### src/rtl/stpm_pkg.sv
// ----------------------------------------------------------------------------
// stpm_pkg
// types, codes and sizes shared by the sorted table with prime marks
// ----------------------------------------------------------------------------
`default_nettype none

package stpm_pkg;

    localparam int Capacity = 64;
    localparam int IdxW     = $clog2(Capacity);
    localparam int CntW     = 7;

    typedef enum logic [2:0] {
        OP_INSERT     = 3'd0,
        OP_REMOVE     = 3'd1,
        OP_READ_ASC   = 3'd2,
        OP_READ_SIDE  = 3'd3,
        OP_READ_PRIME = 3'd4
    } op_t;

    typedef enum logic [1:0] {
        ST_OK        = 2'd0,
        ST_NOT_FOUND = 2'd1,
        ST_FULL      = 2'd2,
        ST_RANGE     = 2'd3
    } status_t;

    typedef enum logic [3:0] {
        S_IDLE,
        S_PRIME,
        S_SHIFT_UP,
        S_SEARCH,
        S_SHIFT_DN,
        S_PSCAN,
        S_READ,
        S_DONE
    } state_t;

    typedef struct packed {
        logic [2:0]  operation;
        logic [31:0] value;
        logic [5:0]  position;
    } in_word_t;

    typedef struct packed {
        logic [31:0] result_value;
        logic [6:0]  entry_count;
        logic [6:0]  prime_count;
        logic        value_is_prime;
        logic [1:0]  status;
    } out_word_t;

endpackage

`default_nettype wire

### src/rtl/stpm_if.sv
// ----------------------------------------------------------------------------
// stpm_if
// valid/ready channel carrying one word of a given type
// ----------------------------------------------------------------------------
`default_nettype none

interface stpm_if #(parameter type word_t = logic) ();
    logic  valid;
    logic  ready;
    word_t data;

    modport source (output valid, output data, input ready);
    modport sink (input valid, input data, output ready);
endinterface

`default_nettype wire

### src/rtl/sorted_table_with_prime_marks_unit.sv
// ----------------------------------------------------------------------------
// sorted_table_with_prime_marks_unit
// sorted table of signed values with prime marks, one restoring divider
// ----------------------------------------------------------------------------
// channel  dir  word
// in_ch    in   operation, value, position
// out_ch   out  result_value, entry_count, prime_count, value_is_prime, status
//
// insert: prime test with up to ~46340 trial divisors (the divider is
// bit-serial), then larger entries move up one place each; remove: entries
// are searched in order, then those after the match shift down; prime read:
// entries are scanned in order. ascending and side-cross reads read one entry.
// the table memory has one read and one write port, which sets the shift and
// scan costs.
// async active-low reset clears control, the fill count and the prime count only.
// the input is not ready from acceptance until the result word is taken.
// ----------------------------------------------------------------------------
`default_nettype none

module sorted_table_with_prime_marks_unit (
    input  wire logic clk,
    input  wire logic rst_n,
    stpm_if.sink      in_ch,
    stpm_if.source    out_ch
);
    import stpm_pkg::*;

    logic [32:0] mem [Capacity];

    state_t      state_reg, state_next;
    in_word_t    req_reg, req_next;
    logic [CntW-1:0] fill_reg, fill_next;
    logic [CntW-1:0] pcnt_reg, pcnt_next;
    logic [CntW-1:0] j_reg, j_next;
    logic [CntW-1:0] seen_reg, seen_next;
    logic        mark_reg, mark_next;
    logic [31:0] res_reg, res_next;
    logic        rprime_reg, rprime_next;
    status_t     st_reg, st_next;
    logic        ovalid_reg, ovalid_next;
    // divider
    logic [31:0] d_reg, d_next;
    logic [31:0] q_reg, q_next;
    logic [31:0] rem_reg, rem_next;
    logic [5:0]  bit_reg, bit_next;
    logic        div_busy_reg, div_busy_next;

    logic [IdxW-1:0] raddr;
    logic [32:0]     rdata;
    logic            we;
    logic [IdxW-1:0] waddr;
    logic [32:0]     wdata;

    logic [32:0] trial;
    logic [63:0] dsq;

    always_ff @(posedge clk)
    begin
        if (we)
        begin
            mem[waddr] <= wdata;
        end
        rdata <= mem[raddr];
    end

    always_ff @(posedge clk or negedge rst_n)
    begin
        if (!rst_n)
        begin
            state_reg    <= S_IDLE;
            fill_reg     <= '0;
            pcnt_reg     <= '0;
            ovalid_reg   <= 1'b0;
            div_busy_reg <= 1'b0;
        end
        else
        begin
            state_reg    <= state_next;
            fill_reg     <= fill_next;
            pcnt_reg     <= pcnt_next;
            ovalid_reg   <= ovalid_next;
            div_busy_reg <= div_busy_next;
        end
    end

    always_ff @(posedge clk)
    begin
        req_reg    <= req_next;
        j_reg      <= j_next;
        seen_reg   <= seen_next;
        mark_reg   <= mark_next;
        res_reg    <= res_next;
        rprime_reg <= rprime_next;
        st_reg     <= st_next;
        d_reg      <= d_next;
        q_reg      <= q_next;
        rem_reg    <= rem_next;
        bit_reg    <= bit_next;
    end

    assign trial = {rem_reg, q_reg[31]} - {1'b0, d_reg};
    assign dsq   = 64'(d_reg) * 64'(d_reg);

    assign in_ch.ready = (state_reg == S_IDLE);
    assign out_ch.valid = ovalid_reg;
    assign out_ch.data.result_value   = res_reg;
    assign out_ch.data.entry_count    = fill_reg;
    assign out_ch.data.prime_count    = pcnt_reg;
    assign out_ch.data.value_is_prime = rprime_reg;
    assign out_ch.data.status         = st_reg;

    always_comb
    begin
        state_next    = state_reg;
        req_next      = req_reg;
        fill_next     = fill_reg;
        pcnt_next     = pcnt_reg;
        j_next        = j_reg;
        seen_next     = seen_reg;
        mark_next     = mark_reg;
        res_next      = res_reg;
        rprime_next   = rprime_reg;
        st_next       = st_reg;
        ovalid_next   = ovalid_reg;
        d_next        = d_reg;
        q_next        = q_reg;
        rem_next      = rem_reg;
        bit_next      = bit_reg;
        div_busy_next = div_busy_reg;
        raddr         = j_reg[IdxW-1:0];
        we            = 1'b0;
        waddr         = j_reg[IdxW-1:0];
        wdata         = rdata;

        case (state_reg)
            S_IDLE:
            begin
                if (in_ch.valid)
                begin
                    req_next    = in_ch.data;
                    res_next    = '0;
                    rprime_next = 1'b0;
                    st_next     = ST_OK;
                    seen_next   = '0;
                    j_next      = '0;
                    raddr       = '0;
                    case (op_t'(in_ch.data.operation))
                        OP_INSERT:
                        begin
                            if (fill_reg >= CntW'(Capacity))
                            begin
                                st_next    = ST_FULL;
                                state_next = S_DONE;
                            end
                            else
                            begin
                                mark_next     = ~in_ch.data.value[31]
                                                && (in_ch.data.value > 32'd1);
                                d_next        = 32'd2;
                                div_busy_next = 1'b0;
                                state_next    = S_PRIME;
                            end
                        end
                        OP_REMOVE:
                        begin
                            st_next    = ST_NOT_FOUND;
                            state_next = S_SEARCH;
                        end
                        OP_READ_ASC, OP_READ_SIDE:
                        begin
                            if (CntW'(in_ch.data.position) >= fill_reg)
                            begin
                                st_next    = ST_RANGE;
                                state_next = S_DONE;
                            end
                            else
                            begin
                                if (in_ch.data.operation == OP_READ_SIDE
                                    && in_ch.data.position[0])
                                begin
                                    j_next = fill_reg - 7'd1
                                             - CntW'(in_ch.data.position[5:1]);
                                end
                                else if (in_ch.data.operation == OP_READ_SIDE)
                                begin
                                    j_next = CntW'(in_ch.data.position[5:1]);
                                end
                                else
                                begin
                                    j_next = CntW'(in_ch.data.position);
                                end
                                raddr      = j_next[IdxW-1:0];
                                state_next = S_READ;
                            end
                        end
                        OP_READ_PRIME:
                        begin
                            st_next    = ST_RANGE;
                            state_next = S_PSCAN;
                        end
                        default:
                        begin
                            state_next = S_DONE;
                        end
                    endcase
                end
            end
            // trial division: d from 2 while d*d <= n, bit-serial remainder
            S_PRIME:
            begin
                if (!mark_reg)
                begin
                    j_next     = fill_reg;
                    raddr      = fill_reg[IdxW-1:0] - IdxW'(1);
                    state_next = S_SHIFT_UP;
                end
                else if (!div_busy_reg)
                begin
                    if (dsq > 64'(req_reg.value))
                    begin
                        j_next     = fill_reg;
                        raddr      = fill_reg[IdxW-1:0] - IdxW'(1);
                        state_next = S_SHIFT_UP;
                    end
                    else
                    begin
                        q_next        = req_reg.value;
                        rem_next      = '0;
                        bit_next      = '0;
                        div_busy_next = 1'b1;
                    end
                end
                else
                begin
                    q_next = {q_reg[30:0], 1'b0};
                    if (!trial[32])
                    begin
                        rem_next = trial[31:0];
                    end
                    else
                    begin
                        rem_next = {rem_reg[30:0], q_reg[31]};
                    end
                    bit_next = bit_reg + 6'd1;
                    if (bit_reg == 6'd31)
                    begin
                        div_busy_next = 1'b0;
                        if (rem_next == '0)
                        begin
                            mark_next = 1'b0;
                        end
                        d_next = d_reg + 32'd1;
                    end
                end
            end
            // rdata holds entry j-1 (read issued last cycle)
            S_SHIFT_UP:
            begin
                if (j_reg != '0 && $signed(rdata[31:0]) > $signed(req_reg.value))
                begin
                    we     = 1'b1;
                    waddr  = j_reg[IdxW-1:0];
                    wdata  = rdata;
                    j_next = j_reg - 7'd1;
                    raddr  = j_reg[IdxW-1:0] - IdxW'(2);
                end
                else
                begin
                    we          = 1'b1;
                    waddr       = j_reg[IdxW-1:0];
                    wdata       = {mark_reg, req_reg.value};
                    fill_next   = fill_reg + 7'd1;
                    pcnt_next   = pcnt_reg + CntW'(mark_reg);
                    rprime_next = mark_reg;
                    state_next  = S_DONE;
                end
            end
            // read of entry j issued; rdata valid from the next cycle
            S_SEARCH:
            begin
                if (j_reg >= fill_reg)
                begin
                    state_next = S_DONE;
                end
                else
                begin
                    state_next = S_READ;
                end
            end
            S_SHIFT_DN:
            begin
                // rdata holds entry j+1
                if (j_reg + 7'd1 < fill_reg)
                begin
                    we     = 1'b1;
                    waddr  = j_reg[IdxW-1:0];
                    wdata  = rdata;
                    j_next = j_reg + 7'd1;
                    raddr  = j_reg[IdxW-1:0] + IdxW'(2);
                end
                else
                begin
                    fill_next  = fill_reg - 7'd1;
                    state_next = S_DONE;
                end
            end
            S_PSCAN:
            begin
                if (j_reg >= fill_reg)
                begin
                    state_next = S_DONE;
                end
                else
                begin
                    state_next = S_READ;
                end
            end
            S_READ:
            begin
                case (op_t'(req_reg.operation))
                    OP_REMOVE:
                    begin
                        if (rdata[31:0] == req_reg.value)
                        begin
                            st_next    = ST_OK;
                            pcnt_next  = pcnt_reg - CntW'(rdata[32]);
                            raddr      = j_reg[IdxW-1:0] + IdxW'(1);
                            state_next = S_SHIFT_DN;
                        end
                        else
                        begin
                            j_next     = j_reg + 7'd1;
                            raddr      = j_reg[IdxW-1:0] + IdxW'(1);
                            state_next = S_SEARCH;
                        end
                    end
                    OP_READ_PRIME:
                    begin
                        if (rdata[32] && seen_reg == CntW'(req_reg.position))
                        begin
                            res_next    = rdata[31:0];
                            rprime_next = 1'b1;
                            st_next     = ST_OK;
                            state_next  = S_DONE;
                        end
                        else
                        begin
                            seen_next  = seen_reg + CntW'(rdata[32]);
                            j_next     = j_reg + 7'd1;
                            raddr      = j_reg[IdxW-1:0] + IdxW'(1);
                            state_next = S_PSCAN;
                        end
                    end
                    default:
                    begin
                        res_next    = rdata[31:0];
                        rprime_next = rdata[32];
                        state_next  = S_DONE;
                    end
                endcase
            end
            S_DONE:
            begin
                if (!ovalid_reg)
                begin
                    ovalid_next = 1'b1;
                end
                else if (out_ch.ready)
                begin
                    ovalid_next = 1'b0;
                    state_next  = S_IDLE;
                end
            end
            default:
            begin
                state_next = S_IDLE;
            end
        endcase
    end

endmodule

`default_nettype wire

### src/flat_wrapper.sv
// flat-port wrapper written by rule: the top's interface ports become plain ports
module sorted_table_with_prime_marks_unit_flat import stpm_pkg::*;
  (clk, rst_n, in_ch_valid, in_ch_data, in_ch_ready, out_ch_valid, out_ch_data, out_ch_ready);
  stpm_if #(.word_t(in_word_t)) in_ch_i ();
  stpm_if #(.word_t(out_word_t)) out_ch_i ();
  input  wire logic clk;
  input  wire logic rst_n;
  input wire logic [$bits(in_ch_i.valid)-1:0] in_ch_valid;
  input wire logic [$bits(in_ch_i.data)-1:0] in_ch_data;
  output wire logic [$bits(in_ch_i.ready)-1:0] in_ch_ready;
  output wire logic [$bits(out_ch_i.valid)-1:0] out_ch_valid;
  output wire logic [$bits(out_ch_i.data)-1:0] out_ch_data;
  input wire logic [$bits(out_ch_i.ready)-1:0] out_ch_ready;
  assign in_ch_i.valid = in_ch_valid;
  assign in_ch_i.data = in_ch_data;
  assign in_ch_ready = in_ch_i.ready;
  assign out_ch_valid = out_ch_i.valid;
  assign out_ch_data = out_ch_i.data;
  assign out_ch_i.ready = out_ch_ready;
  sorted_table_with_prime_marks_unit u_core (.clk(clk), .rst_n(rst_n), .in_ch(in_ch_i), .out_ch(out_ch_i));
endmodule
### config.mk
export PLATFORM = sky130hd
export DESIGN_NAME = sorted_table_with_prime_marks_unit_flat
export DESIGN_NICKNAME = d
export VERILOG_FILES = /design/src/rtl/stpm_pkg.sv /design/src/rtl/stpm_if.sv /design/src/rtl/sorted_table_with_prime_marks_unit.sv /design/src/flat_wrapper.sv
export SDC_FILE = /design/constraint.sdc
export NUM_CORES = 2
export LEC_CHECK = 0
export ABC_AREA = 1
export ABC_CLOCK_PERIOD_IN_PS = 15500
export BUFFER_PORTS_ARGS = -buffer_cell sky130_fd_sc_hd__buf_4
export CAP_MARGIN = 40
export CORE_UTILIZATION = 45
export CTS_CLUSTER_DIAMETER = 50
export DETAILED_ROUTE_END_ITERATION = 10
export HOLD_SLACK_MARGIN = 0.12
export PLACE_DENSITY = 0.57
export SLEW_MARGIN = 15
export SYNTH_ARGS = -nofsm -noshare
export SYNTH_HDL_FRONTEND = slang
export SYNTH_SLANG_ARGS = --single-unit
### constraint.sdc
create_clock -name clk -period 15.5 [get_ports clk]
set_input_delay 0.775 -clock clk [delete_from_list [all_inputs] [get_ports clk]]
set_output_delay 0.775 -clock clk [all_outputs]
set_load 0.01 [all_outputs]
### Yosys cells after proc, flatten, opt, wreduce, memory -nomap -nowiden

Memory sizes are Yosys's and may differ from the RTL's. A register that Yosys moved wholly into a read port is not among the register bits.
Cells that the tools add are included.

* memories kept: 1
* register bits after elaboration: 213
* logic and storage cells: 224
* output and inout bits: 51
* input port bits: 45
* memory bits (writable): 2112
* latch bits: 0
* memory bits (read-only): 0

Memory list
* u_core.mem: words 64, bits a word 33, read ports 1, clocked after Yosys merged registers in 1, write ports 1, line sorted_table_with_prime_marks_unit.sv:28 `logic [32:0] mem [Capacity];`

* add/subtract/negate cells: 15
* eq/ne operators: 41
* bitwise gates (word level): 1
* order comparisons: 7
* multiplexer cells: 110
* multiply operators: 1
* divide/modulo/power cells: 0
* reductions and logical operators: 29
* shift operators: 0

Operators by type and width (count)
* $mux W32: 16
* $pmux W32 S2: 3
* $mux W7: 19
* $mux W6: 12
* $mux W33: 2
* $gt A64 B32 Y1: 1
* $mul A32 B32 Y64: 1
* $pmux W7 S2: 4
* $pmux W7 S5: 1
* $sub A33 B32 Y33: 1
* $add A32 B1 Y32 const B: 1
* $eq A32 B32 Y1: 1
* $gt A32 B1 Y1 const B: 1
* $gt A32 B32 Y1: 1
* $logic_not A32 Y1: 1
* $mux W4: 8
* $pmux W6 S5: 1
* $pmux W4 S7: 1
* $mux W1: 24
* $ne A2 B1 Y1 const B: 10
* $eq A4 B3 Y1 const B: 4
* $ne A2 B2 Y1 const B: 8
* $pmux W4 S4: 1
* $reduce_and A4 Y1: 4
* other kinds (44): 78

### Logic depth before layout (Yosys ltp)

* word-level depth: 11
* depth in mapped cells: 59
* depth with buffers taken out: 56

### Least setup slack after synthesis

No wires, ideal clock.

* path type: reg2reg
* start: register u_core.d_reg[14]
* end: register u_core.j_reg[0], enable pin
* path buffers: 2
* data required time: 14995 ps
* arrival time: 11436 ps
* library setup time: 505 ps
* clock period less this slack: 11941 ps
* stages on the path, launching flop included: 45
* slack: 3559 ps
* path through: edfxtp_1 -> clkbuf_1 -> clkbuf_1 -> nand2_1 -> fa_1 -> inv_1 -> fa_1 -> inv_1 -> fa_1 -> fa_1 -> inv_1 -> fa_1 -> inv_1 -> fa_1 -> inv_1 -> fa_1 -> fa_1 -> ha_1 -> (+9 left out) -> ha_1 -> nand2_1 -> nor2_1 -> nand4_1 -> nor2_1 -> nand3_1 -> nor2_1 -> a21oi_1 -> nor2_1 -> nand2_1 -> nor2_1 -> nand3_1 -> nor2_1 -> nand2_1 -> nand2_2 -> nand2_1 -> nor2_1 -> nor4_1

* word-level cells in the longest chain between the ends: 4

RTL lines
* start: declaration: line sorted_table_with_prime_marks_unit.sv:42 `logic [31:0] d_reg, d_next;`
* start signal: assignment: line sorted_table_with_prime_marks_unit.sv:95 `d_reg <= d_next;`
* $mul A32 B32 Y64: line sorted_table_with_prime_marks_unit.sv:102 `assign dsq = 64'(d_reg) * 64'(d_reg);`
* $gt A64 B32 Y1: line sorted_table_with_prime_marks_unit.sv:219 `if (dsq > 64'(req_reg.value))`
* $ne A3 B3 Y1 (no source line)
* $reduce_and A9 Y1 (no source line)
* end signal: assignment: line sorted_table_with_prime_marks_unit.sv:89 `j_reg <= j_next;`
* end: declaration: line sorted_table_with_prime_marks_unit.sv:34 `logic [CntW-1:0] j_reg, j_next;`

Every way passes these cells.
A chain may end at the register's enable or synchronous reset.

### Final worst setup path

* start: register u_core.d_reg[3]
* end: register u_core.rdata[15] (read register of u_core.mem)

* word-level cells in the longest chain between the ends: 6

RTL lines
* $mul A32 B32 Y64: line sorted_table_with_prime_marks_unit.sv:102
* $gt A64 B32 Y1: line sorted_table_with_prime_marks_unit.sv:219
* $mux W6: line sorted_table_with_prime_marks_unit.sv:219
* $mux W6: line sorted_table_with_prime_marks_unit.sv:217 `else if (!div_busy_reg)`
* $mux W6: line sorted_table_with_prime_marks_unit.sv:211 `if (!mark_reg)`
* $pmux W6 S5: line sorted_table_with_prime_marks_unit.sv:135 `case (state_reg)`
* end: declaration: line sorted_table_with_prime_marks_unit.sv:49 `logic [32:0] rdata;`

Every way passes these cells.

==> flow_metrics.py <==
metrics = {
    "sta": {
        "setup-tns-final_ns": 0,
        "relSlewSlack_pct": 26.9,
        "clock_skew_ns": 0.0598,
        "timing.fmax_ghz": 0.0764,
        "period_minus_slack_ns": 13.08,
        "worst-slew-pin-transition_ns": 1.10,
        "drv_slew": 0,
        "setup_viol_count_final": 0,
        "final_min_period_over_clock_period_pct": 84.4,
        "grt_setup_unrepaired": "false",
        "timing.final.hold_violations": 0,
    },
    "final_layout": {
        "flip_flop_count_of_the_largest_register_after_layout": 2112,
        "nets": 15500,
        "regArea_um2": 70400,
        "drive_above_1_share_pct": 6.83,
        "combined_area_of_the_multi_input_logic_cells_um2": 55300,
        "final_core_util_pct": 50.8,
        "fill_cells": 27900,
        "final_area_um2": 156000,
        "layout-area-overhead-vs-synth_pct": 12.1,
    },
    "routing": {
        "detailedRoute.firstIterationViolations": 11500,
        "route.vias.total": 100000,
        "wl_per_cell_um": 23.7,
        "antenna_violating_nets_post_route": 0,
        "wl_mm": 438,
        "remaining_drc_errors": 0,
        "post_drt_via_cell_ratio": 5.41,
        "drt-pass1-iter-count": 7,
    },
    "hold_path": {
        "hold_path.class": "in2reg",
        "timing.hold.worst_path_depth": 1,
        "startpoint_of_the_tightest_hold_check_path": "in_ch_data[0]",
        "hold_path_endpoint": "u_core.req_reg[0]$_DFFE_PP_",
    },
    "logic_synthesis": {
        "postSynth.topFlopCell": "sky130_fd_sc_hd__edfxtp_1",
        "leading_cell_types_by_total_area_after_synthesis": "sky130_fd_sc_hd__edfxtp_1, sky130_fd_sc_hd__fa_1, sky130_fd_sc_hd__nand3_1",
        "yosysMostFrequentCell": "sky130_fd_sc_hd__inv_1",
        "synthDominantCellAreaShare_pct": 49.7,
        "yosysSeqAreaShare_pct": 50.5,
        "yosys.area.top_type": "sky130_fd_sc_hd__edfxtp_1",
        "synth_top_cells_by_count": "sky130_fd_sc_hd__inv_1, sky130_fd_sc_hd__nand2_1, sky130_fd_sc_hd__edfxtp_1, sky130_fd_sc_hd__nand3_1, sky130_fd_sc_hd__fa_1",
        "synth_fp_nets": 15400,
        "synthesis.area_um2": 139000,
        "synthArstFlopShare_pct": 0.806,
        "synth_enable_flop_cells": 2305,
        "yosysWarnings": 0,
        "ys_types": 62,
        "syn_avg_cell_area_um2": 9.82,
        "post_synth_inst_count": 14200,
        "synth-seq-cells": 2357,
    },
    "job": {
        "maxCapViolations": 0,
    },
    "worst_setup_path": {
        "worst_path_depth": 52,
        "worst-r2r-setup-slack_ns": 2.42,
        "cp_common_cell": "sky130_fd_sc_hd__nand2_1",
        "timing.critical_path.arrival_ns": 13.89,
        "r2r_cells": 52,
        "r2r_start": "u_core.d_reg[3]$_SDFFCE_PN0P_",
        "timing.critical_path.to_type": "flip-flop",
        "timing.critical_path.buf_inv": 7,
        "reg2reg_to": "u_core.rdata[15]$_DFF_P_",
        "kind_of_launch_point_of_the_worst_setup_path": "flip-flop",
        "crit_fanout": 84,
        "timing.critical_path.max_delay_family": "simple AND/OR/NAND/NOR gates",
        "critical-path-slowest-cell": "sky130_fd_sc_hd__edfxtp_1",
        "cp_slowest_stage_delay_ns": 0.86,
        "path_class": "reg2reg",
        "cp.required_ns": 16.30,
    },
    "clocking": {
        "clkSinkCount": 2357,
        "cts_max_level": 5,
        "clock-root-buffer": "sky130_fd_sc_hd__clkbuf_16",
        "clockBufferDepth": 4,
        "tritoncts": "yes",
        "cts.clk_slew.worst_paths_ns": 0.06,
        "worst_skew_pair.late_latency_ns": 0.87,
        "cts_made_buffers": 296,
    },
    "die": {
        "floorplan.die.width_um": 558,
        "die_height_um": 558,
        "floorplan.initialDensity_pct": 45.4,
        "ios": 96,
        "placement_rows": 203,
        "floorplan.core_area_um2": 307000,
        "fp.dieArea_um2": 312000,
    },
    "grt": {
        "number_of_antenna_violations_at_the_first_check_in_global_routing": 9,
        "first_global_vias": 95500,
        "wire_length_of_the_first_global_routing_pass_mm": 645,
        "grt_max_degree": 162,
        "globalRouteOverflowTotal": 0,
        "grt_usage_pct": 27.9,
    },
    "place": {
        "dp.final_hpwl_mm": 272,
        "place_congestion": 0.941,
        "placement.cell_area_um2": 146000,
        "portBuffers": 95,
    },
    "run_status": {
        "status": "finished, final reports clean",
    },
}
-- layout make-up --
cell class,instances,area share [%]
diodes,3,0.00481
clock buffers,350,4.99
clock inverters,174,1.13
inverters,3017,7.27
multi-input cells,8092,35.5
flip-flops and latches,2357,45.1
well taps,4100,3.29
repair buffers,418,2.76
-- layout by cell type, fill, tap and decap left out, types with 16 or more instances in the layout --
master                             n
sky130_fd_sc_hd__inv_1          2988
sky130_fd_sc_hd__nor2_4           65
sky130_fd_sc_hd__o21ai_4          35
sky130_fd_sc_hd__dlygate4sd3_1    37
sky130_fd_sc_hd__nor4_1           21
sky130_fd_sc_hd__clkbuf_1         46
sky130_fd_sc_hd__inv_2            18
sky130_fd_sc_hd__nand3_1        2289
sky130_fd_sc_hd__o21ai_0         157
sky130_fd_sc_hd__xor2_1           77
sky130_fd_sc_hd__clkinv_2         38
sky130_fd_sc_hd__dfxtp_1          33
sky130_fd_sc_hd__buf_4           308
sky130_fd_sc_hd__nand4_1          32
sky130_fd_sc_hd__buf_16           27
sky130_fd_sc_hd__xnor2_1          25
sky130_fd_sc_hd__clkinvlp_4       19
sky130_fd_sc_hd__fa_1            811
sky130_fd_sc_hd__nor3_1           43
sky130_fd_sc_hd__o21a_1           17
sky130_fd_sc_hd__nand3b_1        673
sky130_fd_sc_hd__inv_6            18
sky130_fd_sc_hd__edfxtp_1       2305
sky130_fd_sc_hd__nand2_1        2809
sky130_fd_sc_hd__bufinv_16        24
sky130_fd_sc_hd__dfrtp_1          18
sky130_fd_sc_hd__a21oi_1         180
sky130_fd_sc_hd__clkinv_1         50
sky130_fd_sc_hd__ha_1            416
sky130_fd_sc_hd__nor2_1          300
sky130_fd_sc_hd__buf_12           40
sky130_fd_sc_hd__inv_8            16
sky130_fd_sc_hd__clkbuf_16       304
-- what timing repair did --
item	4_1_cts	5_1_grt
endpoints found under the setup margin	0	0
resized for setup	0	0
hold endpoints to repair	55	0
setup buffers	0	0
hold buffers	37	0
-- worst max-delay path by stage --
| stage | startpoint | endpoint | slack (ns) |
|---|---|---|---|
| CTS | u_core.d_reg[20]$_SDFFCE_PN0P_ | u_core.rdata[15]$_DFF_P_ | 2.59 |
| floorplan | u_core.d_reg[14]$_SDFFCE_PN0P_ | u_core.j_reg[0]$_DFFE_PP_ | 3.56 |
| detailed placement | u_core.d_reg[16]$_SDFFCE_PN0P_ | u_core.rdata[15]$_DFF_P_ | 2.59 |
| global route | u_core.d_reg[20]$_SDFFCE_PN0P_ | u_core.rdata[15]$_DFF_P_ | 1.79 |
| finish | u_core.d_reg[3]$_SDFFCE_PN0P_ | u_core.rdata[15]$_DFF_P_ | 2.42 |
| global placement | u_core.d_reg[25]$_SDFFCE_PN0P_ | u_core.rdata[15]$_DFF_P_ | 2.75 |
-- metal layers --
layer	vias to the layer above	share of wire (%)	track usage [%]
met1	49400	43	41.0
met2	4398	44	42.8
met3	643	9.2	4.45
met5	-	0.021	0
met4	8	2.9	7.90
li1	45700	-	-
-- per-stage QoR --
step / std cells / worst slack, ns / hold slack [ns]
CTS: 18500 / 2.59 / 0.124
global placement: 17900 / 2.75 / 0.470
detailed placement: 17900 / 2.59 / 0.478
floorplan: 14200 / 3.56 / 0.479
finish: 18500 / 2.42 / 0.180
global route: 18500 / 1.79 / 0.150
-- worst register-to-register path, delay by kind of cell, from the launching register on --
| family | cells | cell delay (ns) |
|---|---|---|
| compound gates | 1 | 0.06 |
| xor+xnor | 1 | 0.09 |
| fa+ha+maj | 10 | 4.66 |
| buf+inv | 7 | 1.92 |
| flops | 1 | 0.86 |
| simple gates | 33 | 5.42 |
-- logic make-up (layout without fill, tap and decap cells) --
| group | Yosys count | in the layout | synth area share, % |
|---|---|---|---|
| XOR/XNOR | 103 | 103 | 0.648 |
| adder cells (fa/ha/maj) | 1227 | 1227 | 15.4 |
| AO/OA/AOI/OAI | 484 | 484 | 1.95 |
| AND/OR/NAND/NOR | 6278 | 6278 | 21.0 |
| other | 0 | 3 | 0 |
| buffers and inverters | 3726 | 3959 | 10.4 |
| flip-flops | 2357 | 2357 | 50.5 |
Power is left out: the tool's default activity adds up to more than one toggle a clock period on the data nets, which glitch-free logic cannot reach.
